### src/rtl/btb_pkg.sv
// Shared types, constants and codes for the branch target buffer.
`timescale 1ns / 1ps
package btb_pkg;

	localparam int DEF_MAX_ENTRIES = 32;
	localparam int DEF_MAX_HISTORY = 8;
	localparam int ADDR_BITS = 32;
	localparam int TAG_W = 30;
	localparam int CFG_INDEX_W = 3;
	localparam int CFG_DATA_W = 5;

	localparam int ROW_LSB = 2;
	localparam int SHARE_LOW_LSB = 2;
	localparam int SHARE_HIGH_LSB = 16;
	localparam int PC_STEP = 4;

	localparam logic [1:0] CTR_MAX = 2'd3;
	localparam logic [1:0] CTR_TAKEN_MIN = 2'd2;

	localparam logic [2:0] RST_LOG2_ENTRIES = 3'd5;
	localparam logic [3:0] RST_HISTORY_BITS = 4'd8;
	localparam logic [4:0] RST_TAG_BITS = 5'd25;
	localparam logic [1:0] RST_INITIAL_STATE = 2'd1;

	localparam logic FUNC_UPDATE = 1'b1;

	typedef enum logic [2:0] {
		REG_LOG2_ENTRIES,
		REG_HISTORY_BITS,
		REG_TAG_BITS,
		REG_INITIAL_STATE,
		REG_GLOBAL_HISTORY,
		REG_GLOBAL_TABLE,
		REG_SHARE_MODE
	} cfg_reg_t;

	typedef enum logic [1:0] {
		SHARE_NONE,
		SHARE_PC_LOW,
		SHARE_PC_HIGH
	} share_t;

	typedef enum logic [2:0] {
		S_IDLE,
		S_ROW,
		S_CTR,
		S_FILL,
		S_DONE
	} state_t;

	typedef struct packed {
		logic accept;
		logic ctr_rd;
		logic commit;
		logic fill;
		logic load_out;
	} cmd_t;

	typedef struct packed {
		logic need_fill;
		logic fill_last;
		logic out_free;
	} status_t;

endpackage

### src/rtl/btb_ctrl.sv
// Sequencing state machine for the branch target buffer.
`timescale 1ns / 1ps
module btb_ctrl (
	input  logic             clk,
	input  logic             arst_n,
	input  logic             in_valid,
	output logic             in_ready,
	input  btb_pkg::status_t st,
	output btb_pkg::cmd_t    cmd
);

	btb_pkg::state_t state_q, state_d;

	always_ff @(posedge clk or negedge arst_n) begin
		if (!arst_n) begin
			state_q <= btb_pkg::S_IDLE;
		end else begin
			state_q <= state_d;
		end
	end

	always_comb begin
		state_d = state_q;
		cmd = '0;
		in_ready = 1'b0;
		unique case (state_q)
			btb_pkg::S_IDLE: begin
				in_ready = 1'b1;
				if (in_valid) begin
					cmd.accept = 1'b1;
					state_d = btb_pkg::S_ROW;
				end
			end
			btb_pkg::S_ROW: begin
				cmd.ctr_rd = 1'b1;
				state_d = btb_pkg::S_CTR;
			end
			btb_pkg::S_CTR: begin
				cmd.commit = 1'b1;
				state_d = st.need_fill ? btb_pkg::S_FILL : btb_pkg::S_DONE;
			end
			btb_pkg::S_FILL: begin
				cmd.fill = 1'b1;
				if (st.fill_last) begin
					state_d = btb_pkg::S_DONE;
				end
			end
			btb_pkg::S_DONE: begin
				if (st.out_free) begin
					cmd.load_out = 1'b1;
					state_d = btb_pkg::S_IDLE;
				end
			end
			default: begin
				state_d = btb_pkg::S_IDLE;
			end
		endcase
	end

endmodule

### config.mk
export PLATFORM = sky130hd
export DESIGN_NAME = btb_ctrl
export DESIGN_NICKNAME = d
export VERILOG_FILES = /design/src/rtl/btb_pkg.sv /design/src/rtl/btb_ctrl.sv
export SDC_FILE = /design/constraint.sdc
export NUM_CORES = 1
export LEC_CHECK = 0
export ABC_AREA = 1
export BUFFER_PORTS_ARGS = -buffer_cell sky130_fd_sc_hd__buf_2
export CAP_MARGIN = 10
export CORE_AREA = 5 5 42 44
export CTS_CLUSTER_SIZE = 8
export DETAILED_ROUTE_END_ITERATION = 10
export DIE_AREA = 0 0 47 49
export PLACE_DENSITY = 0.41
export SYNTH_ARGS = -nofsm -noshare
export SYNTH_HDL_FRONTEND = slang
export SYNTH_SLANG_ARGS = --single-unit
### constraint.sdc
create_clock -name clk -period 1.2 [get_ports clk]
set_input_delay 0.12 -clock clk [delete_from_list [all_inputs] [get_ports clk]]
set_output_delay 0.12 -clock clk [all_outputs]
set_load 0.05 [all_outputs]
-- Word-level counts from Yosys, hierarchy flattened
Index checks and enable logic that the tools add are counted.
Widths: inputs -> output; s select.
- multiplexer cells: 13
- equal/unequal tests: 7
- reduce and logical (&&, ||, !) cells: 2
- operators with widths (operator ; count):
    $pmux 3 s5 ; 1
    $mux 3 ; 4
    $mux 1 ; 8
    $eq 3x2->1 const B ; 2
    $ne 2x2->1 const B ; 3
    $eq 3x1->1 const B ; 1
    $eq 3x3->1 const B ; 1
    $logic_not 3->1 ; 1
    $reduce_and 3->1 ; 1
- logic and storage cells: 23
- register bits after elaboration: 3
- output and inout bits: 6
- input port bits: 6

-- Longest topological paths before layout
- depth after elaboration: 3
- mapped depth: 5
- depth with buffers taken out: 5

-- Least setup slack after synthesis
No wires, ideal clock.
- path type: reg2out
- start: register state_q[2]
- end: output port cmd[0] (netlist name)
- data required time: 1080 ps
- buffers on the path: 0
- cell stages (with the launch flop): 3
- path slack: -912 ps
- arrival time: 1992 ps
- cell sequence: dfrtp_1 > inv_1 > nor4_1
- RTL lines (what ; line ; RTL):
    start: declaration ; btb_ctrl.sv:12 ; btb_pkg::state_t state_q, state_d;
    start signal: assignment ; btb_ctrl.sv:16 ; state_q <= btb_pkg::S_IDLE;
    start signal: assignment ; btb_ctrl.sv:18 ; state_q <= state_d;
    end: declaration ; btb_ctrl.sv:9 ; output btb_pkg::cmd_t cmd

==> results by group <==
Routing
  • DR WL/cell: slightly below 9 um
  • Initial drt markers: 3
  • ANT nets after route: 0
  • Vias: 280
  • First-pass DRT Iterations: 2
  • Vias/cell: 3.89
  • WL final: roughly 620 um
  • Post-route DRC: 0

Finish
  • Area grow syn2layout: 136%
  • Largest regs: state_q x3
  • Largest Register: state_q
  • Final nets: between 60 and 70
  • Multi-input gate area: around 140 sq um
  • Share of cells above drive strength 1: 60.7%
  • Filler Cell Count: 165
  • Register area: just under 80 sq um
  • Antenna diode count: 0
  • Max FFs per register: 3
  • Non-filler instance count after layout: between 70 and 80

Clocking
  • H-tree depth: 1
  • Clk Latency, worst-skew pair: 0.23 ns
  • Clock sink count: 3
  • CTS clk-pin slew, worst paths: ~0.030 ns
  • Total CTS buffers: 3
  • TritonCTS clock tree: done
  • CTS Buffer Depth: 2
  • Root Buffer: clkbuf_4

Place
  • Final HPWL DP: roughly 470 um
  • Place WS: 0.0476 ns
  • Gpl congestion: slightly below 0.8
  • IO Port Bufs: 11
  • DP Cell Count: 64

Logic synthesis
  • Syn_area_per_cell: between 6 and 7 sq um
  • Synth cell types: 11
  • Register area share after synthesis: ~37%
  • Syn_nets: 38
  • Synth Instances: 32
  • Area contributors post-synth: dfrtp_1, inv_1, nand2_1
  • Seq cells post-synth: 3
  • Leading area contributor after synthesis: dfrtp_1
  • Synth Cell Area: around 200 sq um
  • Synthesis Warnings: 0
  • Top-area cell type share of the netlist area: 37.0%

Timing
  • Final setup viols: 5
  • Hold Violations, Final: 0
  • Final-report max-slew violation count: 0
  • Worst-margin pin slew: 0.217 ns
  • Clk_skew: about 0.0050 ns
  • Fin crit period: ~1.3 ns
  • Slack of the critical path: -0.0777 ns
  • RSZ-0062 raised after global routing: true
  • FMAX: between 0.7 and 0.8 GHz
  • Setup TNS: -0.271 ns
  • Rel. slew slack: 85.4%
  • Final Cycle Share: 106%

Run
  • Max Cap Viol: 0

Hold path
  • HP Class: primary input to flip-flop

Critical path
  • Req. time, crit path: roughly 1.1 ns
  • Ordered cell list for the critical path: nor4_4 > buf_6
  • Worst path max stage delay: approximately 0.44 ns
  • Crit path max-delay family: flip-flops
  • Critical path type: flip-flop to output port
  • Arrival time worst endpoint: 1.16 ns
  • Critical Path Start Type: flip-flop
  • Buffers and inverters on the worst path: 1
  • CP Capture Type: output port
  • Slowest-stage cell, CP: dfrtp_2
  • Worst-path maximum fanout: 4

GRT
  • GR Util met2: roughly 8.4%
  • Vias in the first global route: 265
  • Busiest grt layer: met2
  • First-pass GRT wire length: around 1.0 mm
  • Largest net degree at the start of global routing: 6
  • GRT met3 Usage: ~5.9%
  • Total track usage: roughly 6.4%
  • GR Overflow Total: 0
  • Grt met1 use: under 10%
  • Initial antenna violation count: 0

Power
  • Lkg Pwr: between 0.2 and 0.25 nW
  • P per Cell Area: 2950 nW/um^2
  • Max IR drop VDD: between 1 and 1.5 mV

Floorplan
  • # IOs: 12
  • Die area: between 2000 and 2500 sq um
  • Die Wd: about 47 um
  • Core area: between 1000 and 1500 sq um
  • # rows: 14
  • Initial Util: 14.5%
  • Die Ht: 49 um

Run status
  • Outcome: finished with violations
  • Failing checks: negative setup slack
-- worst register-to-register path: stages, from the launching register on --
cell     delay, ns
dfrtp_2       0.44
nor2_2        0.15
buf_4         0.13
nand3_1       0.07
nand2_1       0.08
o21ai_1       0.08
-- layer usage --
layer | vias to the layer above | routed length (um)
met5 | - | 0
met4 | 0 | 0
met3 | 0 | 53
met2 | 9 | 272
met1 | 122 | 298
li1 | 149 | -
-- cell families (layout without fill, tap and decap cells) --
family          count (synthesis)  after routing  synth area share, %
buf+inv                         9             33                 16.7
simple gates                   16             16                 35.2
compound gates                  4              4                 11.1
flops                           3              3                 37.0
-- synth_stat cells --
library cell and n:
o21ai_0 1, dfrtp_1 3, nor2_1 3, nand2_1 6, o21ai_1 2, inv_1 9, nand3_1 4, nor3_1 1
nor2_2 1, o211ai_1 1, nor4_1 1
-- final cells by class --
| type | count | share of cell area (%) |
|---|---|---|
| tap | 16 | 4.19 |
| inverter | 9 | 8.12 |
| clock buffer | 4 | 5.50 |
| timing repair buffer | 20 | 36.4 |
| sequential | 3 | 16.5 |
| multi-input combinational | 20 | 29.3 |
-- layout by cell type (no fill, tap or decap), types with 2 or more instances in the layout --
cell type  netlist  final
clkbuf_4         0      3
nor2_4           0      2
o21ai_1          2      2
nand3_1          4      4
buf_2            0      5
nand2_2          0      2
inv_4            0      2
buf_4            0      5
nand2_1          6      4
buf_6            0      9
dfrtp_2          0      3
inv_1            9      7
-- timing repair --
item                                   CTS  global route
pin swaps                                1             1
resized for setup                       19             3
endpoints found under the hold margin    3             0
setup endpoints to repair                6             6
hold buffers                             1             0
setup buffers                            2             1
-- power by group --
part           switching [W]  leakage [nW]  internal (W)  total (W)
Sequential         0.0000803        0.0343      0.000154   0.000234
Clock              0.0000500        0.0150      0.000124   0.000174
Combinational       0.000568         0.198      0.000432    0.00100
-- stage by stage --
stage / utilization [%] / power [W] / instance area [sq um] / hold WS [ns]
global route: 34.1 / 0.00151 / 478 / 0.138
global placement: 25.6 / 0.000993 / 359 / -0.0813
finish: 34.1 / 0.00141 / 478 / 0.138
CTS: 32.9 / 0.00139 / 460 / 0.128
detailed placement: 25.6 / 0.000992 / 359 / -0.0810
floorplan: - / 0.000764 / 246 / -0.176
-- path summary, 6_finish.rpt --
kind	start	to	slack, ns	cells after the start
worst max-delay path	state_q[0]$_DFFE_PN0P_	cmd[0]	-0.08	2
worst min-delay path	st[2]	state_q[1]$_DFFE_PN0P_	0.14	3
worst max register to register	state_q[0]$_DFFE_PN0P_	state_q[0]$_DFFE_PN0P_	0.13	5
worst min register to register	state_q[2]$_DFFE_PN0P_	state_q[1]$_DFFE_PN0P_	0.66	3
max in group asynchronous	arst_n	state_q[1]$_DFFE_PN0P_	0.87	2
min in group asynchronous	arst_n	state_q[2]$_DFFE_PN0P_	0.21	2
No activity file was read; power rests on OpenSTA's default activity.
